$ cat config.mk
export PLATFORM = sky130hd
export DESIGN_NAME = ascii_frame_parser_crc8
export DESIGN_NICKNAME = d
export VERILOG_FILES = /design/src/afp_pkg.sv /design/src/afp_frame_core.sv /design/src/ascii_frame_parser_crc8.sv
export SDC_FILE = /design/constraint.sdc
export NUM_CORES = 1
export LEC_CHECK = 0
export BUFFER_PORTS_ARGS = -buffer_cell sky130_fd_sc_hd__buf_2
export CELL_PAD_IN_SITES_DETAIL_PLACEMENT = 1
export CELL_PAD_IN_SITES_GLOBAL_PLACEMENT = 2
export CORE_UTILIZATION = 40
export DETAILED_ROUTE_END_ITERATION = 8
export GPL_ROUTABILITY_DRIVEN = 0
export PLACE_DENSITY_LB_ADDON = 0.1
export SLEW_MARGIN = 15
export SYNTH_ARGS = -nofsm -noshare
export SYNTH_HDL_FRONTEND = slang
export SYNTH_SLANG_ARGS = --single-unit
$ cat constraint.sdc
create_clock -name clk -period 10 [get_ports clk]
set_clock_uncertainty 0.2 [all_clocks]
set_input_delay 2 -clock clk [delete_from_list [all_inputs] [get_ports clk]]
set_output_delay 2 -clock clk [all_outputs]
set_load 0.005 [all_outputs]
$ cat src/afp_pkg.sv
// shared constants, result type, crc-8 step and decimal step for the ascii frame parser
// no dependencies
`timescale 1ns / 1ps

package afp_pkg;

  // frame geometry
  localparam int FRAME_BYTES = 32;
  localparam int POS_W       = $clog2(FRAME_BYTES);

  // characters and checksum constants
  localparam logic [7:0] CHAR_NUL   = 8'h00;
  localparam logic [7:0] CHAR_COMMA = 8'h2C;
  localparam logic [7:0] CHAR_ZERO  = 8'h30;
  localparam logic [7:0] CHAR_NINE  = 8'h39;
  localparam logic [7:0] CRC_INIT   = 8'hFF;
  localparam logic [7:0] CRC_POLY   = 8'h07;

  // field slots in frame order
  localparam logic [2:0] FLD_NODE    = 3'd0;
  localparam logic [2:0] FLD_REV     = 3'd1;
  localparam logic [2:0] FLD_VARIANT = 3'd2;
  localparam logic [2:0] FLD_CONFIG  = 3'd3;
  localparam logic [2:0] FLD_COMMAND = 3'd4;
  localparam logic [2:0] FLD_FIRST   = 3'd5;
  localparam logic [2:0] FLD_SECOND  = 3'd6;
  localparam logic [2:0] FLD_DONE    = 3'd7;

  localparam logic [5:0] SEG_LEN_MAX = 6'd63;

  typedef struct packed {
    logic        frame_valid;
    logic [7:0]  node_number;
    logic [7:0]  revision;
    logic [23:0] variant_code;
    logic [7:0]  config_number;
    logic [47:0] command_text;
    logic [15:0] first_value;
    logic [15:0] second_value;
    logic [7:0]  received_check;
  } afp_result_t;

  // one byte of crc-8, msb first, no final xor
  function automatic logic [7:0] crc8_step(input logic [7:0] crc, input logic [7:0] b);
    logic [7:0] x;
    x = crc ^ b;
    for (int k = 0; k < 8; k++) begin
      x = x[7] ? ((x << 1) ^ CRC_POLY) : (x << 1);
    end
    return x;
  endfunction

  // decimal accumulate with byte minus '0' wrapping to 16 bits
  function automatic logic [15:0] dec_step(input logic [15:0] acc, input logic [7:0] b);
    logic [15:0] d;
    d = {8'h00, b} - {8'h00, CHAR_ZERO};
    return (acc << 3) + (acc << 1) + d;
  endfunction

endpackage

$ cat src/afp_frame_core.sv
// per-byte frame state: crc, field segmentation, checksum digits, decoded fields
// depends on afp_pkg
`timescale 1ns / 1ps

module afp_frame_core (
  input  logic                 clk,
  input  logic                 rst,
  input  logic                 en,
  input  logic [7:0]           rx_byte,
  output logic                 last,
  output afp_pkg::afp_result_t res
);
  import afp_pkg::*;

  localparam logic [POS_W-1:0] LAST_POS = POS_W'(FRAME_BYTES - 1);

  logic [POS_W-1:0] pos;
  logic             text_ended, text_ended_next;
  logic             comma_seen, comma_seen_next;
  logic [7:0]       running_check, running_check_next;
  logic [7:0]       check_before_comma, check_before_comma_next;
  logic [15:0]      check_digits, check_digits_next;
  logic             check_bad_char, check_bad_char_next;
  logic [2:0]       field_number, field_number_next;
  logic [5:0]       seg_len, seg_len_next;
  logic [15:0]      seg_value, seg_value_next;
  logic [47:0]      seg_chars, seg_chars_next;
  logic [7:0]       first_byte, first_byte_next;
  logic [7:0]       node, node_next;
  logic [7:0]       rev, rev_next;
  logic [23:0]      variant, variant_next;
  logic [7:0]       cfg, cfg_next;
  logic [47:0]      cmd, cmd_next;
  logic [15:0]      val1, val1_next;
  logic [15:0]      val2, val2_next;

  assign last = (pos == LAST_POS);

  always_comb begin
    text_ended_next         = text_ended;
    comma_seen_next         = comma_seen;
    running_check_next      = running_check;
    check_before_comma_next = check_before_comma;
    check_digits_next       = check_digits;
    check_bad_char_next     = check_bad_char;
    field_number_next       = field_number;
    seg_len_next            = seg_len;
    seg_value_next          = seg_value;
    seg_chars_next          = seg_chars;
    first_byte_next         = (pos == '0) ? rx_byte : first_byte;
    node_next               = node;
    rev_next                = rev;
    variant_next            = variant;
    cfg_next                = cfg;
    cmd_next                = cmd;
    val1_next               = val1;
    val2_next               = val2;

    if (!text_ended) begin
      if (rx_byte == CHAR_NUL) begin
        text_ended_next = 1'b1;
      end else if (rx_byte == CHAR_COMMA) begin
        check_before_comma_next = running_check;
        comma_seen_next         = 1'b1;
        check_digits_next       = '0;
        check_bad_char_next     = 1'b0;
        // close the segment into its field slot
        case (field_number)
          FLD_NODE: begin
            if (seg_len inside {[6'd1:6'd3]}) node_next = seg_value[7:0];
          end
          FLD_REV: begin
            if (seg_len inside {[6'd1:6'd2]}) rev_next = seg_value[7:0];
          end
          FLD_VARIANT: begin
            if (seg_len <= 6'd3) variant_next = seg_chars[23:0];
          end
          FLD_CONFIG: begin
            if (seg_len inside {[6'd1:6'd2]}) cfg_next = seg_value[7:0];
          end
          FLD_COMMAND: begin
            if (seg_len <= 6'd6) cmd_next = seg_chars;
          end
          FLD_FIRST:  val1_next = seg_value;
          FLD_SECOND: val2_next = seg_value;
          default: ;
        endcase
        if (field_number != FLD_DONE) field_number_next = field_number + 3'd1;
        seg_len_next   = '0;
        seg_value_next = '0;
        seg_chars_next = '0;
      end else begin
        for (int i = 0; i < 6; i++) begin
          if (seg_len == 6'(i)) seg_chars_next[8*i +: 8] = rx_byte;
        end
        seg_value_next = dec_step(seg_value, rx_byte);
        if (seg_len != SEG_LEN_MAX) seg_len_next = seg_len + 6'd1;
        if (pos != '0) begin
          if (rx_byte < CHAR_ZERO || rx_byte > CHAR_NINE) check_bad_char_next = 1'b1;
          check_digits_next = dec_step(check_digits, rx_byte);
        end
      end
      if (rx_byte != CHAR_NUL) running_check_next = crc8_step(running_check, rx_byte);
    end
  end

  // result as it stands once this byte is folded in
  always_comb begin
    res = '0;
    if (first_byte_next != CHAR_NUL && !check_bad_char_next &&
        check_digits_next == {8'h00, check_before_comma_next}) begin
      res.frame_valid    = 1'b1;
      res.received_check = check_digits_next[7:0];
      if (comma_seen_next) begin
        res.node_number   = node_next;
        res.revision      = rev_next;
        res.variant_code  = variant_next;
        res.config_number = cfg_next;
        res.command_text  = cmd_next;
        res.first_value   = val1_next;
        res.second_value  = val2_next;
      end else begin
        res.node_number = first_byte_next - CHAR_ZERO;
      end
    end
  end

  always_ff @(posedge clk) begin
    if (rst || (en && last)) begin
      pos                <= '0;
      text_ended         <= 1'b0;
      comma_seen         <= 1'b0;
      running_check      <= CRC_INIT;
      check_before_comma <= CRC_INIT;
      check_digits       <= '0;
      check_bad_char     <= 1'b0;
      field_number       <= FLD_NODE;
      seg_len            <= '0;
      seg_value          <= '0;
      seg_chars          <= '0;
      first_byte         <= '0;
      node               <= '0;
      rev                <= '0;
      variant            <= '0;
      cfg                <= '0;
      cmd                <= '0;
      val1               <= '0;
      val2               <= '0;
    end else if (en) begin
      pos                <= pos + POS_W'(1);
      text_ended         <= text_ended_next;
      comma_seen         <= comma_seen_next;
      running_check      <= running_check_next;
      check_before_comma <= check_before_comma_next;
      check_digits       <= check_digits_next;
      check_bad_char     <= check_bad_char_next;
      field_number       <= field_number_next;
      seg_len            <= seg_len_next;
      seg_value          <= seg_value_next;
      seg_chars          <= seg_chars_next;
      first_byte         <= first_byte_next;
      node               <= node_next;
      rev                <= rev_next;
      variant            <= variant_next;
      cfg                <= cfg_next;
      cmd                <= cmd_next;
      val1               <= val1_next;
      val2               <= val2_next;
    end
  end

`ifndef SYNTHESIS
  a_frame_wraps: assert property (@(posedge clk) disable iff (rst)
    (en && last) |=> (pos == '0 && !comma_seen && !text_ended))
    else $error("frame state not cleared after last byte");

  a_no_comma_no_field: assert property (@(posedge clk) disable iff (rst)
    !comma_seen |-> (field_number == FLD_NODE && check_before_comma == CRC_INIT))
    else $error("field advanced without a comma");

  a_empty_segment: assert property (@(posedge clk) disable iff (rst)
    (seg_len == '0) |-> (seg_value == '0 && seg_chars == '0))
    else $error("empty segment holds data");

  a_ended_frozen: assert property (@(posedge clk) disable iff (rst)
    (en && text_ended && !last) |=> $stable(running_check) && $stable(seg_len))
    else $error("state moved after end of text");
`endif

endmodule

$ cat src/ascii_frame_parser_crc8.sv
// top level of the ascii frame parser: input word register, frame core, result register
// depends on afp_pkg and afp_frame_core
`timescale 1ns / 1ps

// ascii_frame_parser_crc8 takes a frame of FRAME_BYTES (32) ascii bytes, one word per
// cycle on the byte channel unless byte_stall holds it, and after the last byte of each
// frame hands out one result word carrying frame_valid and the decoded fields. the text
// ends at the first zero byte; the last comma opens a decimal checksum that must match a
// crc-8 (poly 0x07, init 0xff) over the text before it. a frame that fails the check, or
// starts with a zero byte, gives a result of all zeros. the block takes one byte every
// cycle unless the last byte of a frame is held back; the per-byte crc step and decimal
// accumulate in the frame core are combinational. a byte waits in the input register, and
// the frame's last byte leaves it at the same edge that loads the result register and
// raises result_valid. bytes keep flowing while a result waits; only the last byte of
// the next frame is held back if the previous result is still stalled.
module ascii_frame_parser_crc8 (
  input  logic        clk,
  input  logic        rst,
  // byte channel
  input  logic        byte_valid,
  output logic        byte_stall,
  input  logic [7:0]  rx_byte,
  // result channel
  output logic        result_valid,
  input  logic        result_stall,
  output logic        frame_valid,
  output logic [7:0]  node_number,
  output logic [7:0]  revision,
  output logic [23:0] variant_code,
  output logic [7:0]  config_number,
  output logic [47:0] command_text,
  output logic [15:0] first_value,
  output logic [15:0] second_value,
  output logic [7:0]  received_check
);
  import afp_pkg::*;

  // input word register
  logic        s1_valid;
  logic [7:0]  s1_byte;

  // core hookup
  logic        advance;
  logic        core_last;
  afp_result_t core_res;
  afp_result_t res_q;

  afp_frame_core u_core (
    .clk     (clk),
    .rst     (rst),
    .en      (advance),
    .rx_byte (s1_byte),
    .last    (core_last),
    .res     (core_res)
  );

  // the held word moves on unless it closes a frame and the result slot is blocked
  assign advance    = s1_valid && !(core_last && result_valid && result_stall);
  assign byte_stall = s1_valid && !advance;

  always_ff @(posedge clk) begin
    if (rst) begin
      s1_valid <= 1'b0;
    end else if (!byte_stall) begin
      s1_valid <= byte_valid;
    end
  end

  always_ff @(posedge clk) begin
    if (!byte_stall) begin
      s1_byte <= rx_byte;
    end
  end

  // result register
  always_ff @(posedge clk) begin
    if (rst) begin
      result_valid <= 1'b0;
    end else if (advance && core_last) begin
      result_valid <= 1'b1;
    end else if (!result_stall) begin
      result_valid <= 1'b0;
    end
  end

  always_ff @(posedge clk) begin
    if (advance && core_last) begin
      res_q <= core_res;
    end
  end

  assign frame_valid    = res_q.frame_valid;
  assign node_number    = res_q.node_number;
  assign revision       = res_q.revision;
  assign variant_code   = res_q.variant_code;
  assign config_number  = res_q.config_number;
  assign command_text   = res_q.command_text;
  assign first_value    = res_q.first_value;
  assign second_value   = res_q.second_value;
  assign received_check = res_q.received_check;

endmodule
# Yosys cells after proc, flatten, opt, wreduce, memory -nomap -nowiden
# Index checks and enable logic that the tools add are counted.
# word_totals
ff_bits	396
output_inout_bits	139
# op_classes
n_addsub	9
n_lt_le_gt_ge	6
eq_ne	17
n_mux	74
n_bitwise	11
reduce_logical	39
# ops
op	count
two-way mux 48 bit	6
two-way mux 16 bit	13
two-way mux 8 bit	26
two-way mux 137 bit	1
two-way mux 120 bit	1
two-way mux 24 bit	5
adder 16 bit	4
AND reduction 4 bit	7
two-way mux 3 bit	8
inverter 3 bit	8
== test 16 x 8 -> 1 bit	1
nonzero test 8 bit	2
nonzero test 2 bit	7
== test 6 x 2 -> 1 bit (second input constant)	2
== test 6 x 3 -> 1 bit (second input constant)	2
less-or-equal comparator 6 x 2 -> 1 bit (second input constant)	2
two-way mux 1 bit	12
two-way mux 6 bit	2
== test 3 bit (second input constant)	3
logical AND 1 bit	9
subtractor 8 x 6 -> 9 bit (second input constant)	1
== test 8 x 6 -> 1 bit (second input constant)	1
> comparator 8 x 6 -> 1 bit (second input constant)	1
zero test 8 bit	1
other kinds (25)	31

# Longest topological paths before layout
# Gate-level depths: netlist of run 1.
# depth
ltp_word	17
mapped_depth	18

# Cells and area by module
# Synthesis of run 1 repeated with hierarchy kept, for this count alone.
# hier_totals
cells_unflattened	2005
hier_area_um2	18416.4
# by_module_without_submodules
mod	n_inst	cells_per_inst	area_each_um2	seq_area_each_um2
afp_frame_core	1	1848	13965.9	4984.8
ascii_frame_parser_crc8	1	157	4450.5	4394.2

# Worst setup path after synthesis of run 1
# Ideal clock, no wire load.
# synth_timing
kind	input -> register
start	input port result_stall
end	register u_core.field_number[0]
setup_ps	128
t_arrival_ps	6691
path_slack_ps	2981
stages	7
path_cell_list	nand3_1 > and3_1 > or2_2 > clkbuf_1 > clkbuf_1 > clkbuf_1 > nor2_1
# synth_between
elab_chain_cells	5
word_cells_on_any_way	6
classes_between	reduce/logical: 6
# synth_rtl
element	line_no	rtl
from (decl)	ascii_frame_parser_crc8.sv:25	input logic result_stall,
logical AND 1 bit *	ascii_frame_parser_crc8.sv:58	assign advance = s1_valid && !(core_last && result_valid && result_stall);
zero test 1 bit *	ascii_frame_parser_crc8.sv:58	
logical AND 1 bit *	ascii_frame_parser_crc8.sv:58	
branches (longest 2 deep; another with AND reduction 5 bit)	n/a	
to (signal assigned)	afp_frame_core.sv:157	field_number <= field_number_next;
to (decl)	afp_frame_core.sv:24	logic [2:0] field_number, field_number_next;
# Every way passes the cells marked *.
# A chain may end at the register's enable or synchronous reset.

# Worst setup path after layout of run 1
# layout_timing
start	register s1_byte[4]
end	register res_q, in the netlist variant_code[21], data pin
# layout_between
elab_chain_cells	11
word_cells_on_any_way	32
classes_between	add/sub: 2; order compare: 2; eq/ne: 2; mux: 19; reduce/logical: 7
# layout_rtl
element	line_no	rtl
from (decl)	ascii_frame_parser_crc8.sv:40	logic [7:0] s1_byte;
from (signal assigned)	ascii_frame_parser_crc8.sv:71	s1_byte <= rx_byte;
branches (longest 11 deep; another with adder 16 bit)	n/a	
to (signal assigned)	ascii_frame_parser_crc8.sv:88	res_q <= core_res;
to (decl)	ascii_frame_parser_crc8.sv:46	afp_result_t res_q;
# Parallel ways; which one is timed is not known.

==> impl_metrics.toml, run 1 <==
[logic_synthesis]
yosys-top-cells-count = "nand2_1, dfxtp_1, a21oi_1"
synth_ff_type = "dfxtp_1"
netlist_area_mm2 = 0.01868
ys_seq_elements = 396
syn_nets = 2117
synth_edf_count = 145
syn-instance-count = 2030
yosysTopAreaCellShare = 0.2691
yosysSeqAreaShare = 0.5022
synth.area.top_cells = "dfxtp_1, edfxtp_1, nand2_1"
synth.avg_cell_area_um2 = 9.200
ys_warn_count = 0
ys_types = 71
synth_area_leader_cell = "dfxtp_1"
async_flop_share = 0
yosysMostFrequentCell = "nand2_1"

[global_routing]
grt_pass1_wl_mm = 87.35
grt_max_degree = 78
grt_pass1_vias = 15330
gr-usage-all-layers = 0.2365
gr-total-overflow = 0
antenna_found_initial = 0

[power]
power_uw = 3808
power.leakage_uw = 0.007205
irDropWorstVdd_uv = 115.3
power_density_mw_per_mm2 = 177.4

[finish]
fin_util = 0.4698
num-fill-cells = 5240
multiInputGateArea_mm2 = 0.008553
fin_nets = 2218
area_growth_pct = 14.91
area.sequential_mm2 = 0.009379
finalNonFillerCells = 2769
layout-drive-gt1-share = 0.1665

[timing]
finalCriticalPeriod_ps = 5701
fmax_mhz = 175.4
hold_slack_ps = 253.2
tightest_slew_ps = 1169
finalCritPeriodShare = 0.5701
slew_headroom = 0.2176
grt_setup_unrepaired = "no"
setup_tns_ps = 0
hold_violations = 0
finalMaxSlewViolations = 0
finalSetupViolations = 0

[detailed_routing]
wl_per_cell_um = 20.04
viasPerCell = 5.327
ant_nets = 0
drtPass1Iterations = 5
drtIter0Drc = 857
route.vias.total = 14750
wl_mm = 55.49
drcViolationCount = 0

[clock_network]
clockBufferDepth = 3
cts_setup_buffers = 0
clk_pin_slew_ps = 60
clkSinkCount = 396
cts_resized = 0
cts_hold_buffers = 0
cts_buffers = 46
root_buffer = "clkbuf_16"
cts_tree = "yes"
clk_latency_ps = 570
h-tree-depth = 2

[hold_path]
worst_hold_path_type = "flop to flop"

[worst_setup_path]
worstPathRequired_ps = 10080
cp.arrival_ps = 5780
crit_type = "flop to flop"
end_kind = "flop"
path_max_fanout = 55
crit_path_start_kind = "flop"

[placement]
placed_cells = 2683
dp_hpwl_mm = 36.10
numPortBuffers = 150

[die]
die_y_um = 218.1
io_pins = 151
die_width_um = 218.1
initial_core_util = 0.4089
core_area_mm2 = 0.04567
std_cell_rows = 78
dieArea_mm2 = 0.04756

[run]
maxCapViolations = 0

[status]
status = "finished clean"
-- path summary, 6_finish.rpt --
path	start	end	slack, ps	cells past startpoint
max	s1_byte[4]$_DFFE_PN_	variant_code[21]$_SDFFCE_PN0P_	4300	16
min	u_core.rev[0]$_SDFFE_PP0P_	u_core.rev[0]$_SDFFE_PP0P_	250	2
max reg2reg	s1_byte[4]$_DFFE_PN_	variant_code[21]$_SDFFCE_PN0P_	4300	16
min reg2reg	u_core.rev[0]$_SDFFE_PP0P_	u_core.rev[0]$_SDFFE_PP0P_	250	2
-- per-layer routing --
metal	wire length (um)	track usage	part of all wire	vias to the layer above
li1	-	-	-	7085
met1	25480	0.3167	0.46	7355
met2	26980	0.4011	0.49	237
met3	1996	0.03250	0.036	73
met4	1037	0.05781	0.019	0
met5	0	0	0	-
-- critical path, stage by stage, from the launching register on --
cell      delay (ps)
edfxtp_1         560
ha_1             330
nor3_2           210
buf_4            340
fa_1             470
ha_1             340
a21oi_1          190
and2_1           190
o21ai_0           70
or3_1            310
a31oi_1          230
xnor2_1           80
o21ai_0          240
nand4b_1         220
buf_4            480
buf_4            750
a21oi_1           80
-- final cells by class --
cell class,count,area share
Tap cell,600,0.03498
Timing Repair Buffer,176,0.04408
Multi-Input combinational cell,1451,0.3986
Sequential cell,396,0.4371
Inverter,60,0.01050
Clock buffer,59,0.05930
Clock inverter,26,0.01539
Antenna cell,1,0.0001166
-- through the flow --
| step | area, um^2 | worst slack, ps |
|---|---|---|
| floorplan | 18680 | 2981 |
| global placement | 19850 | 4385 |
| detailed placement | 19850 | 4275 |
| CTS | 21450 | 4264 |
| global route | 21460 | 3892 |
| finish | 21460 | 4299 |
-- sequential cells by signal (all words and copies together) (netlist names), 24 cells and up --
register          cells
variant_code         24
u_core.cmd           48
u_core.seg_chars     48
u_core.variant       24
command_text         48
-- kinds of logic (layout without fill, tap and decap cells) --
kind of cell	count (synthesis)	in the layout	share of synthesized area
other	0	1	0
XOR/XNOR	62	62	0.02981
AO/OA/AOI/OAI	406	406	0.1422
adder cells (fa/ha/maj)	75	75	0.06070
flip-flops	396	396	0.5022
AND/OR/NAND/NOR	834	834	0.1831
buffers and inverters	183	321	0.04194
multiplexers	74	74	0.04000
-- placed cells by master (no fill, tap or decap), types with 4 or more instances in the layout --
| cell type | n |
|---|---|
| and3_1 | 8 |
| nor3_1 | 23 |
| edfxtp_1 | 145 |
| nor4_1 | 6 |
| or3_1 | 10 |
| clkbuf_16 | 48 |
| a21oi_2 | 91 |
| a31oi_1 | 7 |
| nor2_1 | 176 |
| a21o_1 | 4 |
| nor2b_1 | 9 |
| nand4_1 | 8 |
| a21oi_1 | 185 |
| a211oi_1 | 22 |
| clkbuf_1 | 8 |
| o21ai_0 | 32 |
| bufinv_16 | 8 |
| a22oi_1 | 22 |
| o211ai_1 | 7 |
| xnor2_1 | 45 |
| xor2_1 | 16 |
| and2_1 | 6 |
| clkinv_2 | 7 |
| mux2i_1 | 71 |
| ha_1 | 49 |
| fa_1 | 26 |
| buf_4 | 26 |
| buf_2 | 150 |
| nand3_1 | 33 |
| clkinv_1 | 8 |
| dfxtp_1 | 251 |
| inv_1 | 60 |
| nand2_1 | 527 |
-- report_power, final --
group	switching (uW)	internal [uW]
clock	684	1100
combinational	183	116
sequential	42.7	1680
total	909	2900
Power figures use the tool's default switching activity.
==> inputs of run 2 (changes only) <==
- CORE_UTILIZATION: 40 -> 34
- clock period: 10 -> 4.85 ns (I/O delays scaled with it)
==> run 2 against run 1 <==
  * Non-clock buffer count up 52
  * Cell area rose by 2.0%
  * Worst setup slack worse by 4100 ps
  * Sequential power grew 110%
  * Die area rose by 17%
  * Hold slack barely moved
  * Global-route usage decreased by 2.1 points
  * Sequential share of layout area fell by 0.86 points
  * Largest power group is now sequential cells
  * Highest routed layer unchanged
==> impl_metrics.toml, run 2 (synthesis gave the netlist of run 1 again) <==
[worst_setup_path]
crit_buf_inv = 3
crit_path_start_kind = "flop"
cp_slowest_stage_delay_ps = 510
end_kind = "flop"
cpMaxStageDelayCell = "fa_1"
r2r_cells = 16
worst-path-stages = 16
path_max_fanout = 22
cp.arrival_ps = 4820
cp_top_family = "simple AND/OR/NAND/NOR gates"
worstPathCellList = "ha_1 > xor2_1 > fa_1 > inv_1 > ha_1 > and2_1 > o21ai_0 > and3_1 > or2_2 > xnor2_1 > o21ai_0 > nor4b_2 > nand4b_1 > clkbuf_16 > buf_12 > a21oi_1"
worstPathRequired_ps = 5070
crit_type = "flop to flop"

[clock_network]
clockBufferDepth = 3
root_buffer = "clkbuf_16"
clk_pin_slew_ps = 60
clkSinkCount = 396
cts_hold_buffers = 0
cts_tree = "yes"
clk_latency_ps = 590
h-tree-depth = 2
cts_buffers = 47

[placement]
dp_hpwl_mm = 38.90
post-place-ws_ps = 112.7
numPortBuffers = 150
placed_cells = 2827

[finish]
layout-drive-gt1-share = 0.1827
fin_nets = 2271
antenna_cells = 0
area_growth_pct = 17.20
layout_common_cells = "nand2_1, dfxtp_1, a21oi_1"
final_common_cell = "nand2_1"
finalNonFillerCells = 2918

[timing]
setup_tns_ps = 0
finalSetupViolations = 0
hold_violations = 0
tightest_slew_ps = 1253
finalCritPeriodShare = 0.9498
finalMaxSlewViolations = 0
setup_slack_ps = 243.6
slew_headroom = 0.1614
fmax_mhz = 217.1
finalCriticalPeriod_ps = 4606

[die]
initial_core_util = 0.3457
io_pins = 151
die_width_um = 236.4
core_area_mm2 = 0.05403
die_y_um = 236.4
std_cell_rows = 85
dieArea_mm2 = 0.05587

[power]
comb_power_share = 0.090
irDropWorstVdd_uv = 224.9
power_density_mw_per_mm2 = 343.6
power_uw = 7522
clockPowerShare = 0.441
seq_power_share = 0.469
power.leakage_uw = 0.007418
p_int_uw = 5606
p_sw_uw = 1916
swShare = 0.2547

[global_routing]
antenna_found_initial = 0
grt_pass1_wl_mm = 93.35
grt_pass1_vias = 15720
gr-usage-all-layers = 0.2157
gr-total-overflow = 0
grt_max_degree = 140

[run]
maxCapViolations = 0

[hold_path]
worst_hold_path_type = "flop to flop"
whs_path_depth = 2

[status]
status = "finished clean"

[detailed_routing]
drtPass1Iterations = 4
drtIter0Drc = 740
route.vias.total = 15130
wl_per_cell_um = 20.65
viasPerCell = 5.185
drcViolationCount = 0
wl_mm = 60.26
ant_nets = 0
## run 2: cell count changes in the layout (fill, tap and decap cells not counted), sizes merged
cell / change
clkinv: -5
buf: +51
bufinv: -8
clkbuf: +15
diode: -1
inv: +2
clkinvlp: -1
## run 2: stage by stage
stage	utilization	area, um^2	hold WS, ps
floorplan	-	18680	231.6
global placement	0.3779	20410	238.3
detailed placement	0.3779	20410	246.1
CTS	0.4040	21830	255.2
global route	0.4051	21890	267.3
finish	0.4051	21890	253.4
## run 2: tightest hold or removal path, stage by stage (launching register included)
cell	delay, ps
dfxtp_1	310
nand2_1	50
a21oi_1	50
## run 2: worst paths after layout
kind | start | end | slack, ps
setup / recovery | s1_byte[4]$_DFFE_PN_ | first_value[15]$_SDFFCE_PN0P_ | 240
hold reg to reg | u_core.rev[2]$_SDFFE_PP0P_ | u_core.rev[2]$_SDFFE_PP0P_ | 250
setup reg to reg | s1_byte[4]$_DFFE_PN_ | first_value[15]$_SDFFCE_PN0P_ | 240
hold / removal | u_core.rev[2]$_SDFFE_PP0P_ | u_core.rev[2]$_SDFFE_PP0P_ | 250
## run 2: cell type report
class                           instances  area [um^2]
Tap cell                              696        870.8
Fill cell                            6243        32140
Sequential cell                       396         9379
Clock buffer                           73         1324
Multi-Input combinational cell       1451         8564
Inverter                               60        225.2
Timing Repair Buffer                  228         1436
Clock inverter                         14        88.84
## run 2: power groups by stage
stage | logic (uW) | registers [uW] | clock network (uW)
2_1_floorplan | 478 | 3570 | 0
3_3_place_gp | 666 | 3600 | 0
3_5_place_dp | 678 | 3600 | 0
4_1_cts | 683 | 3530 | 3410
5_1_grt | 757 | 3530 | 3560
6_report | 680 | 3530 | 3320
## run 2: per-layer routing
metal / track usage / wire, um / vias up
met5: 0 / 0 / -
li1: - / - / 7208
met4: 0.07654 / 1787 / 0
met1: 0.2835 / 27580 / 7590
met3: 0.02774 / 1874 / 84
met2: 0.3627 / 29020 / 249
## run 2: what timing repair did
item,in CTS,in global routing
endpoints found under the setup margin,0,102
buffers inserted,0,3
gates resized for setup,0,10
==> inputs of run 3 (changes only) <==
- CELL_PAD_IN_SITES_DETAIL_PLACEMENT: 1 -> not set
- CELL_PAD_IN_SITES_GLOBAL_PLACEMENT: 2 -> not set
- CORE_UTILIZATION: 34 -> 40
- PLACE_DENSITY_LB_ADDON: 0.1 -> not set
==> run 3 against run 2 <==
  * Clock-buffer cell count fell by 7
  * Utilization up 6.9 points
  * Combinational power shrank 2%
  * Clock power barely moved
  * First-iteration DRC count is 39% higher
  * Register-to-register slack got worse by 80 ps
  * Critical path depth decreased by 1
  * Sequential share of layout area is 0.47 points higher
  * Global-route usage is 0.23 points lower
  * Sequential cell count unchanged
  * Maximum frequency shrank 1.7%
==> impl_metrics.toml, run 3 (synthesis gave the netlist of run 1 again) <==
[power]
power.leakage_uw = 0.007334
power_density_mw_per_mm2 = 345.7
power_uw = 7485
irDropWorstVdd_uv = 213.5

[worst_setup_path]
r2r_cells = 15
cp.arrival_ps = 4890
crit_type = "flop to flop"
end_kind = "flop"
path_max_fanout = 46
crit_path_start_kind = "flop"
worstPathRequired_ps = 5060
timing.reg2reg.setup_slack_ps = 170

[die]
initial_core_util = 0.4089
core_area_mm2 = 0.04567
io_pins = 151
dieArea_mm2 = 0.04756
std_cell_rows = 78
die_y_um = 218.1
die_width_um = 218.1

[global_routing]
gr-total-overflow = 0
grt_pass1_vias = 14240
antenna_found_initial = 0
grt_max_degree = 105
gr-usage-met1 = 0.2784
grt_pass1_wl_mm = 79.55
grt_use_met3 = 0.03389
met2_usage = 0.3570
busiest_layer = "met2"
gr-usage-all-layers = 0.2135

[detailed_routing]
wl_per_cell_um = 18.25
wl_mm = 51.11
drcViolationCount = 0
viasPerCell = 5.284
drtIter0Drc = 1032
ant_nets = 0
route.vias.total = 14790
drtPass1Iterations = 5

[timing]
finalSetupViolations = 0
slew_headroom = 0.2871
setup_slack_ps = 166.2
tightest_slew_ps = 1069
finalMaxSlewViolations = 0
finalCritPeriodShare = 0.9657
finalCriticalPeriod_ps = 4684
hold_violations = 0
hold_slack_ps = 250.1
fmax_mhz = 213.5

[clock_network]
clk_pin_slew_ps = 60
clockBufferDepth = 3
cts_tree = "yes"
root_buffer = "clkbuf_16"
cts_buffers = 45
clkSinkCount = 396
cts_hold_buffers = 0
clk_latency_ps = 570
h-tree-depth = 2

[hold_path]
worst_hold_path_type = "flop to flop"
whs_path_depth = 2

[finish]
layout-drive-gt1-share = 0.1800
fin_area_mm2 = 0.02165
layout_common_cells = "nand2_1, dfxtp_1, a21oi_1"
num-fill-cells = 4353
antenna_cells = 0
final_common_cell = "nand2_1"
fin_nets = 2251
area_growth_pct = 15.93
fin_util = 0.4740

[placement]
dp_hpwl_mm = 33.82
placed_area_mm2 = 0.02015
numPortBuffers = 150
post-place-ws_ps = -124.2

[run]
maxCapViolations = 0

[status]
status = "finished clean"
[run 3: layout make-up]
class / instances / area [um^2] / area share
Clock inverter: 17 / 130.1 / 0.006010
Inverter: 60 / 225.2 / 0.01040
Sequential cell: 396 / 9379 / 0.4332
Timing Repair Buffer: 210 / 1276 / 0.05895
Multi-Input combinational cell: 1451 / 8582 / 0.3964
Tap cell: 600 / 750.7 / 0.03467
Clock buffer: 66 / 1308 / 0.06039
[run 3: repair_timing]
| action | 4_1_cts | 5_1_grt |
|---|---|---|
| setup buffers | 1 | 3 |
| setup endpoints to repair | 77 | 128 |
| gates resized for setup | 1 | 7 |
| pin swaps | 1 | 2 |
[run 3: final timing paths]
kind	start	to
worst min register to register	u_core.node[2]$_SDFFE_PP0P_	u_core.node[2]$_SDFFE_PP0P_
worst max-delay path	s1_byte[5]$_DFFE_PN_	second_value[2]$_SDFFCE_PN0P_
worst max register to register	s1_byte[5]$_DFFE_PN_	second_value[2]$_SDFFCE_PN0P_
worst min-delay path	u_core.node[2]$_SDFFE_PP0P_	u_core.node[2]$_SDFFE_PP0P_
[run 3: worst max-delay path, cell delays in order (launching register included)]
cell and delay, ps:
edfxtp_1 490, ha_2 270, nor3_2 200, buf_4 200
buf_4 260, fa_1 460, ha_1 340, nor2b_1 180
o22ai_1 210, a2111oi_0 110, a211o_1 330, nor4b_2 350
nand4b_1 280, buf_4 230, buf_12 160, a21oi_1 180
[run 3: through the flow]
stage / setup TNS [ps] / std cells
floorplan: 0 / 2030
global placement: -663.1 / 2713
detailed placement: -4617 / 2713
CTS: 0 / 2797
global route: -103.9 / 2800
finish: 0 / 2800
[run 3: metal layers]
metal	up-vias	share of wire	wire length, um
met5	-	0	0
met4	0	0.024	1252
met3	80	0.054	2760
met2	422	0.48	24610
met1	7128	0.44	22490
li1	7164	-	-
[run 3: where the power goes]
group	internal, uW	switching, uW
clock network	1930	1370
logic	264	401
registers	3460	60.8
